===== src/edc_pkg.sv =====
package edc_pkg;

    // Fixed-point format and saturation width
    localparam int FRAC = 16;
    localparam int WORD = 32;

    // Queue between the classifier and the solver
    localparam int QDEPTH = 4;
    localparam int QAW    = 2;

    // Solver stage map
    localparam int NSQ  = 32;
    localparam int NDV  = FRAC + 1;
    localparam int NQD  = 35;
    localparam int S_DV = NSQ;
    localparam int S_M1 = S_DV + NDV;
    localparam int S_M2 = S_M1 + 1;
    localparam int S_P1 = S_M2 + 1;
    localparam int S_P2 = S_P1 + 1;
    localparam int S_QD = S_P2 + 1;
    localparam int S_AD = S_QD + NQD;
    localparam int S_F1 = S_AD + 1;
    localparam int NST  = S_F1 + 1;

    typedef logic signed [31:0] sfield_t;
    typedef logic [30:0]        ufield_t;
    typedef logic signed [63:0] wide_t;

    typedef struct packed {
        sfield_t pos_x;
        sfield_t pos_y;
        sfield_t vel_x;
        sfield_t vel_y;
        ufield_t radius;
        ufield_t mass;
    } disc_t;

    // Classified request as it leaves the front end
    typedef struct packed {
        disc_t       a;
        disc_t       b;
        logic        hit;
        logic [63:0] dist2;
        logic [31:0] md;
        logic [31:0] adx;
        logic [31:0] ady;
        logic        dx_neg;
        logic        dy_neg;
    } pair_t;

    // Working context carried down the solver pipeline
    typedef struct packed {
        pair_t              p;
        logic [63:0]        srem;
        logic [63:0]        sres;
        logic [31:0]        d;
        logic [FRAC+31:0]   xrem;
        logic [FRAC+31:0]   yrem;
        logic [FRAC:0]      nxq;
        logic [FRAC:0]      nyq;
        logic [FRAC+32:0]   hx;
        logic [FRAC+32:0]   hy;
        wide_t              pv1x;
        wide_t              pv1y;
        wide_t              pt1x;
        wide_t              pt1y;
        wide_t              pv2x;
        wide_t              pv2y;
        wide_t              pt2x;
        wide_t              pt2y;
        wide_t              v1n;
        wide_t              v1t;
        wide_t              v2n;
        wide_t              v2t;
        wide_t              px1;
        wide_t              py1;
        wide_t              px2;
        wide_t              py2;
        logic [33:0]        amag;
        logic               aneg;
        logic [31:0]        msum;
        logic [30:0]        mb;
        logic [65:0]        drem;
        logic [34:0]        q1;
        wide_t              v1a;
        wide_t              v2a;
        wide_t              g1a;
        wide_t              g1b;
        wide_t              g1c;
        wide_t              g1d;
        wide_t              g2a;
        wide_t              g2b;
        wide_t              g2c;
        wide_t              g2d;
    } ctx_t;

    typedef struct packed {
        sfield_t n1px;
        sfield_t n1py;
        sfield_t n1vx;
        sfield_t n1vy;
        sfield_t n2px;
        sfield_t n2py;
        sfield_t n2vx;
        sfield_t n2vy;
        logic    collided;
    } res_t;

endpackage


===== src/edc_queue.sv =====
module edc_queue import edc_pkg::*; (
    input  logic  clk,
    input  logic  rst_n,
    input  logic  push_valid,
    output logic  push_ready,
    input  pair_t push_item,
    output logic  pop_valid,
    input  logic  pop_ready,
    output pair_t pop_item
);

    pair_t          mem_reg [QDEPTH];
    logic [QAW-1:0] wp_reg;
    logic [QAW-1:0] rp_reg;
    logic [QAW:0]   cnt_reg;
    logic [QAW:0]   cnt_next;
    logic           push;
    logic           pop;

    assign push_ready = (cnt_reg != QAW'(0) + (QAW+1)'(QDEPTH));
    assign pop_valid  = (cnt_reg != '0);
    assign pop_item   = mem_reg[rp_reg];
    assign push       = push_valid && push_ready;
    assign pop        = pop_valid && pop_ready;

    // Track occupancy
    always_comb
    begin
        cnt_next = cnt_reg + (QAW+1)'(push) - (QAW+1)'(pop);
    end

    always_ff @(posedge clk or negedge rst_n)
    begin
        if (!rst_n)
        begin
            wp_reg  <= '0;
            rp_reg  <= '0;
            cnt_reg <= '0;
        end
        else
        begin
            cnt_reg <= cnt_next;
            if (push)
                wp_reg <= wp_reg + 1'b1;
            if (pop)
                rp_reg <= rp_reg + 1'b1;
        end
    end

    // Store the incoming request
    always_ff @(posedge clk)
    begin
        if (push)
            mem_reg[wp_reg] <= push_item;
    end

endmodule


===== config.mk =====
export PLATFORM = sky130hd
export DESIGN_NAME = edc_queue
export DESIGN_NICKNAME = d
export VERILOG_FILES = /design/src/edc_pkg.sv /design/src/edc_queue.sv
export SDC_FILE = /design/constraint.sdc
export NUM_CORES = 1
export LEC_CHECK = 0
export ABC_CLOCK_PERIOD_IN_PS = 16149
export BUFFER_PORTS_ARGS = -buffer_cell sky130_fd_sc_hd__buf_4
export CAP_MARGIN = 10
export CORE_ASPECT_RATIO = 0.5
export CORE_UTILIZATION = 39
export DETAILED_ROUTE_END_ITERATION = 16
export PLACE_DENSITY = 0.59
export SYNTH_ARGS = -nofsm -noshare
export SYNTH_HDL_FRONTEND = slang
export SYNTH_SLANG_ARGS = --single-unit

===== constraint.sdc =====
create_clock -name clk -period 16.15 [get_ports clk]
set_clock_uncertainty 0.15 [all_clocks]
set_input_delay 0.8075 -clock clk [delete_from_list [all_inputs] [get_ports clk]]
set_output_delay 0.8075 -clock clk [all_outputs]
set_load 0.005 [all_outputs]

==> summary.txt, run 1 <==
Yosys
  • Syn_area_per_cell: 27.3 µm²
  • Post-synthesis sequential area ratio: 0.832
  • Asr flop ratio synth: 0.00321
  • Synth top area cells: edfxtp_1, mux4_2, buf_4, buf_2, dfrtp_1
  • Post-Syn Nets: 3432
  • Post-Syn Area: 78600 µm²
  • Most used DFF post-synth: edfxtp_1
  • Yosys cell types: 22
  • Post-synth top area cell: edfxtp_1
  • Post-synth EDFFs: 2172
  • Yosys top cell area share: 0.829
  • Ys Warns: 0
  • Post-synth top cells: edfxtp_1, mux4_2, buf_4
  • Post-synthesis register bit count: 2179
  • Synth Instances: 2878
  • Most numerous cell in the Yosys netlist: edfxtp_1

Clocking
  • CTS max path bufs: 4
  • Worst-path clk slew: 0.07 ns
  • Clk_lat worst skew: 0.82 ns
  • CTS Sinks: 2179
  • Number of CTS-inserted buffers: 198
  • Post-CTS setup buffer count: 0
  • Root cell of the clock tree: clkbuf_16
  • TritonCTS clock tree: done
  • H-Tree Depth: 4

Critical path
  • FF-to-FF setup slack: 11.19 ns
  • WP data arrival: 5.01 ns
  • Worst-path maximum fanout: 63
  • Critical Path Start Type: flip-flop
  • Critical Path RT: 15.19 ns
  • Crit Path Category: flip-flop to primary output
  • Worst r2r path cells: 5
  • CP Capture Type: primary output

STA
  • Final worst-path cycle share: 0.370
  • Rel. slew slack: 0.256
  • Worst-margin pin slew: 1.12 ns
  • Setup tns final: 0 ns
  • Period minus WS final: 5.97 ns
  • Max Fclk: 167 MHz
  • Unrepaired setup endpoints after global routing: no
  • Final hold viol count: 0
  • Final Max Tran Viols: 0
  • # setup viols final: 0

Cells and area
  • Max reg flops: 2172
  • Fill count: 15800
  • Synthesis-to-layout area growth: 28.7%
  • Finished Cell Area: 101000 µm²
  • Layout Utilization: 0.505
  • Fraction of layout cells with a size suffix above 1: 0.412
  • Nets: 5167

Drt
  • Vias/cell: 5.18
  • Vias: 38500
  • Drt drc: 0
  • Drt wl/cell: 28.0 µm
  • Detail Route Antenna Nets: 0
  • Iteration-0 DRC Markers: 3159
  • Final wirelength: 208000 µm
  • Total iterations of the first detailed-routing run: 7

Power and ir drop
  • PwrDens: 178 nW/µm²
  • Leak: 34.2 nW
  • Overall Power: 18.0 mW
  • Peak VDD IR: 0.000142 V

Floorplan
  • Die Wd: 637 µm
  • Die Span Y: 320 µm
  • I/O pin cnt: 1092
  • Site Rows: 116
  • Starting Density: 0.393
  • Die area: 204000 µm²
  • Core area: 200000 µm²

Place
  • Placed inst area: 89900 µm²
  • Buffers on Ports: 1091
  • Detailed Place HPWL: 139000 µm
  • Routability cong.: 0.836

Hold path
  • Hold path cells: 1
  • HP Class: primary input to flip-flop

Run
  • Max cap viols: 0

GRT
  • Pin count of the biggest net entering global routing: 152
  • Vias in the first global route: 40400
  • Grt ovf: 0
  • Total track usage: 0.200
  • First-pass GRT wire length: 294000 µm
  • Initial antenna violation count: 38

Outcome
  • Status: finished clean
-- worst max-delay path, cell delays in order, from the launching register on --
cell and delay [ns]:
dfrtp_4 1.14, buf_4 0.62, buf_4 0.74, buf_4 0.85, mux4_2 0.45, buf_4 0.16
-- layout by cell type, fill, tap and decap left out --
| cell | Yosys | layout |
|---|---|---|
| bufinv_16 | 0 | 13 |
| inv_6 | 0 | 4 |
| nand4bb_1 | 2 | 2 |
| dfrtp_1 | 7 | 5 |
| clkbuf_1 | 11 | 30 |
| o211ai_1 | 2 | 2 |
| buf_12 | 0 | 6 |
| o31a_1 | 1 | 1 |
| mux4_2 | 543 | 543 |
| xnor2_1 | 3 | 3 |
| edfxtp_1 | 2172 | 2172 |
| clkinv_1 | 0 | 52 |
| nor3b_1 | 1 | 1 |
| or3_1 | 1 | 1 |
| dfrtp_4 | 0 | 2 |
| clkinvlp_4 | 0 | 3 |
| nand2_1 | 1 | 1 |
| and3b_4 | 0 | 4 |
| fa_1 | 1 | 1 |
| nand2b_1 | 4 | 4 |
| inv_8 | 0 | 3 |
| buf_4 | 44 | 1140 |
| clkinv_4 | 0 | 1 |
| xor2_1 | 1 | 1 |
| inv_1 | 6 | 6 |
| dlygate4sd3_1 | 0 | 511 |
| o311ai_0 | 1 | 1 |
| clkinv_2 | 0 | 39 |
| clkbuf_16 | 0 | 203 |
| ha_1 | 6 | 6 |
| diode_2 | 0 | 19 |
-- final cells by class --
| class | count | area (µm²) | area share |
|---|---|---|---|
| clock inverters | 115 | 881 | 0.00871 |
| repair buffers | 1657 | 13800 | 0.136 |
| flip-flops and latches | 2179 | 65400 | 0.646 |
| well taps | 2655 | 3320 | 0.0328 |
| multi-input cells | 571 | 12500 | 0.124 |
| clock buffers | 233 | 5190 | 0.0513 |
| inverters | 6 | 22.5 | 0.000223 |
| diodes | 19 | 47.5 | 0.000470 |
-- power by group --
| part | switching, mW | internal [mW] | total [mW] |
|---|---|---|---|
| logic | 3.05 | 2.76 | 5.80 |
| registers | 0.265 | 7.45 | 7.71 |
| clock network | 2.03 | 2.50 | 4.53 |
-- what timing repair did --
| action | CTS | global route |
|---|---|---|
| resized for setup | 0 | 0 |
| hold endpoints to repair | 2015 | 0 |
| hold buffers | 511 | 0 |
-- kinds of logic (layout without fill, tap and decap cells) --
group / count (synthesis) / after routing / synth area share
DFF: 2179 / 2179 / 0.832
other: 0 / 19 / 0
muxes: 543 / 543 / 0.156
xor gates and xnor gates: 4 / 4 / 0.000446
AOI/OAI and AO/OA: 4 / 4 / 0.000414
and+or+nand+nor: 13 / 13 / 0.00127
adders and majority gates: 7 / 7 / 0.00121
buffers and inverters: 128 / 2011 / 0.00945
-- stage by stage --
| step | hold slack [ns] | instances | worst slack, ns |
|---|---|---|---|
| final | 0.0650 | 7435 | 10.18 |
| after global routing | 0.0172 | 7426 | 9.79 |
| after CTS | 0.00108 | 7416 | 10.00 |
| after detailed placement | 0.443 | 6557 | 10.92 |
| after global placement | 0.420 | 6557 | 10.93 |
| after floorplan | 0.362 | 2878 | 1.88 |
-- routing by layer --
metal  vias to the layer above  part of all wire  routed length, µm  global-route usage
li1                      16100                 -                  -                   -
met2                      1167              0.55             114000               0.368
met3                       436             0.042               8690              0.0323
met1                     20800              0.36              75200               0.232
met5                         -           0.00038                 80                   0
met4                        12             0.049              10300              0.0881
-- final timing paths --
kind	to	startpoint
max in group asynchronous	rp_reg[0]	rst_n
hold / removal	mem_reg[2][293]	push_item[293]
hold reg to reg	wp_reg[1]	wp_reg[1]
min in group asynchronous	wp_reg[1]	rst_n
setup reg to reg	mem_reg[0][197]	cnt_reg[2]
setup / recovery	pop_item[199]	rp_reg[1]
No activity file was read; power rests on OpenSTA's default activity.
==> run 2: changes to the inputs <==
--- a/config.mk
+++ b/config.mk
@@ -5,7 +5,7 @@
 export SDC_FILE = /design/constraint.sdc
 export NUM_CORES = 1
 export LEC_CHECK = 0
-export ABC_CLOCK_PERIOD_IN_PS = 16149
+export ABC_CLOCK_PERIOD_IN_PS = 5700
 export BUFFER_PORTS_ARGS = -buffer_cell sky130_fd_sc_hd__buf_4
 export CAP_MARGIN = 10
 export CORE_ASPECT_RATIO = 0.5
==> constraint.sdc (replaced) <==
create_clock -name clk -period 5.7 [get_ports clk]
set_clock_uncertainty 0.15 [all_clocks]
set_input_delay 0.285 -clock clk [delete_from_list [all_inputs] [get_ports clk]]
set_output_delay 0.285 -clock clk [all_outputs]
set_load 0.005 [all_outputs]
==> run 2 against run 1 <==
Against the previous run: routed wire length rose by 0.99%; clock-buffer cell count is 10 higher; final area increased by 1.1%; die area did not move; worst setup slack got worse by 8.3 ns; sequential cell count did not move; critical endpoint is now pop_item[220].
==> summary.txt, run 2 (same netlist as run 1, synthesis figures left out) <==
Critical path
  • Worst-path maximum fanout: 69 (+9.5%)
  • CP Capture Type: primary output
  • R2r endpoint: mem_reg[3][209]
  • WP data arrival: 3.41 ns (-1.60 ns)
  • Worst r2r src: cnt_reg[2]
  • Crit-path cells: buf_12 -> mux4_2 -> buf_4
  • Critical Path RT: 5.27 ns (-9.92 ns)
  • Worst r2r path cells: 3 (-2)
  • Crit Path Category: flip-flop to primary output
  • Critical Path Start Type: flip-flop
  • Slowest cell on crit path: dfrtp_4
  • Crit path largest cell delay: 1.09 ns (-0.05 ns)
  • FF-to-FF setup slack: 2.65 ns (-8.54 ns)

Drt
  • Drt wl/cell: 27.9 µm (-0.42%)
  • Vias: 39100 (+1.6%)
  • Detail Route Antenna Nets: 0 (unchanged)
  • Drt drc: 0 (unchanged)
  • Vias/cell: 5.19 (+0.18%)
  • Total iterations of the first detailed-routing run: 7 (unchanged)
  • Final wirelength: 210000 µm (+0.99%)
  • Iteration-0 DRC Markers: 3063 (-3.0%)

Floorplan
  • Die Wd: 637 µm (unchanged)
  • Die Span Y: 320 µm (unchanged)
  • I/O pin cnt: 1092 (unchanged)
  • Starting Density: 0.393 (unchanged)
  • Core area: 200000 µm² (unchanged)
  • Site Rows: 116 (unchanged)
  • Die area: 204000 µm² (unchanged)

GRT
  • Initial antenna violation count: 33 (-13%)
  • Grt ovf: 0 (unchanged)
  • Vias in the first global route: 41000 (+1.6%)
  • Pin count of the biggest net entering global routing: 132 (-13%)
  • First-pass GRT wire length: 297000 µm (+1.1%)
  • Total track usage: 0.202 (+0.00178)

Hold path
  • Hold path cells: 2 (+1)
  • HP Start: push_item[53]
  • HP Class: primary input to flip-flop
  • Hold path endpoint: mem_reg[2][53]

Power and ir drop
  • NetSw: 15.3 mW (+190%)
  • Leak: 34.7 nW (+1.3%)
  • Sequential fraction of design power: 0.426 (about the same)
  • Peak VDD IR: 0.000375 V (+160%)
  • PwrDens: 501 nW/µm² (+180%)
  • Clock network power share: 0.245 (-0.006)
  • Switch share: 0.299 (+0.00245)
  • Cell Int Power: 35.9 mW (+180%)
  • Overall Power: 51.2 mW (+180%)
  • Comb pwr share: 0.329 (+0.007)

Place
  • Buffers on Ports: 1091 (unchanged)
  • Placed inst area: 90400 µm² (+0.51%)
  • Routability cong.: 0.833 (-0.37%)
  • Detailed Place HPWL: 140000 µm (+1.2%)

STA
  • Final worst-path cycle share: 0.674
  • Final hold viol count: 0 (unchanged)
  • # setup viols final: 0 (unchanged)
  • Unrepaired setup endpoints after global routing: no
  • Final Max Tran Viols: 0 (unchanged)
  • Period minus WS final: 3.84 ns
  • Max Fclk: 260 MHz
  • Fin Hold WS: 0.0602 ns (-0.00478 ns)
  • Rel. slew slack: 0.277 (+0.0208)
  • Worst-margin pin slew: 1.09 ns (-0.0312 ns)

Cells and area
  • Leading cell type in the layout, fill and taps excluded: edfxtp_1
  • Finished Cell Area: 102000 µm² (+1.1%)
  • Max reg flops: 2172 (unchanged)
  • Fraction of layout cells with a size suffix above 1: 0.405 (-0.00679)
  • Fill count: 15700 (-0.48%)
  • Synthesis-to-layout area growth: 30.1%
  • Commonest cells after routing, fill and taps aside: edfxtp_1, buf_4, dlygate4sd3_1, mux4_2, clkbuf_16
  • Nets: 5272 (+2.0%)

Clocking
  • Root cell of the clock tree: clkbuf_16
  • H-Tree Depth: 4 (unchanged)
  • Clk_lat worst skew: 0.82 ns (about the same)
  • Worst-path clk slew: 0.07 ns (about the same)
  • TritonCTS clock tree: done
  • CTS max path bufs: 4 (unchanged)
  • Number of CTS-inserted buffers: 197 (-0.51%)
  • CTS Sinks: 2179 (unchanged)
  • Post-CTS setup buffer count: 0 (unchanged)

Outcome
  • Status: finished clean

Run
  • Max cap viols: 0 (unchanged)
## run 2: cell count changes in the layout (fill, tap and decap cells not counted), sizes merged, moves of 4 or more
cell         change
inv              -4
clkinv           -5
bufinv           -5
clkbuf          +10
buf             +18
dlygate4sd3     +88
## run 2: power groups by stage
stage | Sequential, mW | Combinational, mW | Clock [mW]
5_1_grt | 22.1 | 17.6 | 13.4
2_1_floorplan | 22.3 | 8.09 | 0
4_1_cts | 21.9 | 17.2 | 12.8
3_5_place_dp | 22.2 | 16.8 | 0
6_report | 21.8 | 16.9 | 12.5
3_3_place_gp | 22.0 | 16.8 | 0
## run 2: cell type report
class / instances / area, µm² / area share
flip-flops and latches: 2179 / 65400 / 0.639
repair buffers: 1763 / 15100 / 0.148
multi-input cells: 571 / 12500 / 0.122
clock buffers: 243 / 5170 / 0.0505
well taps: 2655 / 3320 / 0.0325
clock inverters: 101 / 708 / 0.00692
diodes: 22 / 55.1 / 0.000538
inverters: 6 / 22.5 / 0.000220
## run 2: worst max-delay path: cells and delay by family, from the launching register on
kind / cells / cell delay (ns)
buffers and inverters: 2 / 0.64
DFF: 1 / 1.09
muxes: 1 / 0.61
## run 2: layer usage
metal,up-vias,routed length (µm),global-route usage
met5,-,92,0
met4,14,10900,0.0892
met3,469,8870,0.0318
met2,1183,114000,0.369
met1,21100,76800,0.236
li1,16300,-,-
## run 2: worst max-delay path by stage
| stage | start | to | slack, ns | cells after the start |
|---|---|---|---|---|
| CTS | rp_reg[0] | pop_item[220] | 1.70 | 3 |
| global route | rp_reg[0] | pop_item[220] | 1.63 | 3 |
| floorplan | cnt_reg[2] | mem_reg[1][0] | -0.005 | 2 |
| finish | rp_reg[0] | pop_item[220] | 1.86 | 3 |
| global placement | rp_reg[0] | pop_item[218] | 2.64 | 3 |
| detailed placement | rp_reg[0] | pop_item[220] | 2.63 | 3 |
## run 2: what timing repair did
action	in CTS	in global routing
hold buffers	599	0
resized for setup	0	0
endpoints found under the hold margin	2200	0
## run 2: stage by stage
| stage | setup TNS (ns) | utilization | setup slack [ns] | instances |
|---|---|---|---|---|
| 6_report | 0 | 0.511 | 1.86 | 7540 |
| 4_1_cts | 0 | 0.511 | 1.70 | 7518 |
| 3_3_place_gp | 0 | 0.452 | 2.64 | 6575 |
| 3_5_place_dp | 0 | 0.452 | 2.63 | 6575 |
| 2_1_floorplan | -11.71 | - | -0.00540 | 2878 |
| 5_1_grt | 0 | 0.511 | 1.63 | 7530 |
==> run 3: changes to the inputs <==
--- a/config.mk
+++ b/config.mk
@@ -5,7 +5,7 @@
 export SDC_FILE = /design/constraint.sdc
 export NUM_CORES = 1
 export LEC_CHECK = 0
-export ABC_CLOCK_PERIOD_IN_PS = 5700
+export ABC_CLOCK_PERIOD_IN_PS = 3680
 export BUFFER_PORTS_ARGS = -buffer_cell sky130_fd_sc_hd__buf_4
 export CAP_MARGIN = 10
 export CORE_ASPECT_RATIO = 0.5
==> constraint.sdc (replaced) <==
create_clock -name clk -period 3.68 [get_ports clk]
set_clock_uncertainty 0.15 [all_clocks]
set_input_delay 0.184 -clock clk [delete_from_list [all_inputs] [get_ports clk]]
set_output_delay 0.184 -clock clk [all_outputs]
set_load 0.005 [all_outputs]
==> run 3 against run 2 <==
Against the previous run: utilization grew 2.6 points; sequential cell count unchanged; cell count rose by 6.7%; critical path depth rose by 1; critical path type unchanged; via count is 4.9% higher; critical endpoint is now pop_item[150]; global-route usage increased by 0.62 points; clock power increased by 58%.
==> summary.txt, run 3 (same netlist as run 1, synthesis figures left out) <==
Outcome
  • Status: finished clean

Cells and area
  • Commonest cells after routing, fill and taps aside: edfxtp_1, buf_4, dlygate4sd3_1, mux4_2, clkbuf_16
  • Synthesis-to-layout area growth: 36.8%
  • Fill count: 15400 (-2.2%)
  • Max reg flops: 2172 (unchanged)
  • Nets: 5780 (+9.6%)
  • Non-Filler Instances: 8048 (+6.7%)
  • Layout Utilization: 0.537 (+0.0262)
  • Leading cell type in the layout, fill and taps excluded: edfxtp_1
  • Fraction of layout cells with a size suffix above 1: 0.382 (-0.0227)

STA
  • Worst-margin pin slew: 0.890 ns (-0.195 ns)
  • Rel. slew slack: 0.407 (+0.130)
  • Setup WS post-layout: 0.305 ns (-1.55 ns)
  • # setup viols final: 0 (unchanged)
  • Final Max Tran Viols: 0 (unchanged)
  • Max Fclk: 296 MHz
  • Setup tns final: 0 ns (unchanged)
  • Final hold viol count: 0 (unchanged)
  • Unrepaired setup endpoints after global routing: no
  • Period minus WS final: 3.37 ns
  • Final worst-path cycle share: 0.917

Critical path
  • Worst-path maximum fanout: 35 (-49%)
  • CP Capture Type: primary output
  • Crit Path Category: flip-flop to primary output
  • WP data arrival: 3.04 ns (-0.37 ns)
  • Critical Path RT: 3.35 ns (-1.92 ns)
  • Critical Path Start Type: flip-flop

Floorplan
  • Die area: 204000 µm² (unchanged)
  • Die Span Y: 320 µm (unchanged)
  • Starting Density: 0.393 (unchanged)
  • Site Rows: 116 (unchanged)
  • I/O pin cnt: 1092 (unchanged)
  • Core area: 200000 µm² (unchanged)
  • Die Wd: 637 µm (unchanged)

Place
  • Post-Place Cells: 6655 (+1.2%)
  • Detailed Place HPWL: 147000 µm (+4.7%)
  • Pre-CTS setup slack: 1.05 ns (-1.58 ns)
  • Buffers on Ports: 1091 (unchanged)
  • Routability cong.: 0.813 (-2.4%)

Drt
  • Final wirelength: 216000 µm (+2.8%)
  • Vias/cell: 5.10 (-1.7%)
  • Total iterations of the first detailed-routing run: 7 (unchanged)
  • Iteration-0 DRC Markers: 3039 (-0.78%)
  • Drt drc: 0 (unchanged)
  • Detail Route Antenna Nets: 0 (unchanged)
  • Drt wl/cell: 26.8 µm (-3.7%)
  • Vias: 41000 (+4.9%)

Clocking
  • CTS Sinks: 2179 (unchanged)
  • Post-CTS sizing: 0 (unchanged)
  • TritonCTS clock tree: done
  • Root cell of the clock tree: clkbuf_16
  • Worst-path clk slew: 0.08 ns (about the same)
  • CTS max path bufs: 4 (unchanged)
  • Number of CTS-inserted buffers: 197 (unchanged)
  • H-Tree Depth: 4 (unchanged)
  • Clk_lat worst skew: 0.83 ns (about the same)

Hold path
  • HP Class: primary input to flip-flop

Run
  • Max cap viols: 0 (unchanged)

Power and ir drop
  • Leak: 37.0 nW (+6.7%)
  • Overall Power: 80.8 mW (+58%)
  • PwrDens: 751 nW/µm² (+50%)
  • Peak VDD IR: 0.000494 V (+32%)

GRT
  • Met1 Use GR: 0.236 (about the same)
  • First-pass GRT wire length: 307000 µm (+3.3%)
  • Pin count of the biggest net entering global routing: 96 (-27%)
  • Most used routing layer: met2
  • GRT met2 Usage: 0.381 (+0.0125)
  • Initial antenna violation count: 25 (-24%)
  • Grt ovf: 0 (unchanged)
  • Met3 Use GR: 0.0328 (+0.00100)
  • Vias in the first global route: 43600 (+6.4%)
  • Total track usage: 0.208 (+0.00619)
[run 3: changes by cell type in the layout (fill, tap and decap cells not counted), sizes merged]
cell / previous run / this run
buf: 1164 / 1244
clkinv: 87 / 82
diode: 22 / 16
clkinvlp: 3 / 7
dlygate4sd3: 599 / 1027
bufinv: 8 / 9
inv: 9 / 15
[run 3: layout make-up]
type                            count  area, µm²  area share
Sequential cell                  2179      65400       0.608
Timing Repair Buffer             2271      20300       0.189
Multi-Input combinational cell    571      12500       0.116
Clock buffer                      243       5190      0.0482
Tap cell                         2655       3320      0.0309
Clock inverter                    107        781     0.00726
Antenna cell                       16       40.0    0.000372
Inverter                            6       22.5    0.000209
[run 3: repair_timing]
action	in CTS	in global routing
endpoints found under the hold margin	2246	6
buffers inserted	0	0
hold buffers	1025	2
[run 3: final timing paths]
check                               startpoint         endpoint  slack, ns  cells after the start
worst max-delay path                 rp_reg[0]    pop_item[150]       0.31                      4
max in group asynchronous                rst_n        rp_reg[1]       2.89                      3
worst min register to register       wp_reg[0]        wp_reg[0]       0.48                      2
worst min-delay path            push_item[374]  mem_reg[1][374]       0.04                      2
worst max register to register      cnt_reg[2]  mem_reg[3][217]       1.01                      3
min in group asynchronous                rst_n        rp_reg[0]       0.19                      3
[run 3: worst max-delay path: stages (launching register included)]
cell	delay (ns)
dfrtp_4	0.72
buf_12	0.27
buf_12	0.30
mux4_2	0.60
buf_4	0.16
[run 3: power by group]
| group | internal (mW) | switching, mW | total (mW) |
|---|---|---|---|
| Sequential | 32.6 | 1.05 | 33.6 |
| Combinational | 13.4 | 14.1 | 27.5 |
| Clock | 10.7 | 9.02 | 19.7 |
| Total | 56.6 | 24.2 | 80.8 |
[run 3: layer usage]
metal  vias up  routed length (µm)
met1     22000               77300
met2      1213              117000
met5         -                  42
met3       481                8900
met4         6               12900
li1      17300                   -
[run 3: per-stage QoR]
step / hold slack [ns] / instance area (µm²)
after CTS: 0.0000142 / 108000
after global routing: 0.00152 / 108000
final: 0.0372 / 108000
after global placement: -0.146 / 91300
after detailed placement: -0.145 / 91300
after floorplan: -0.262 / 78700
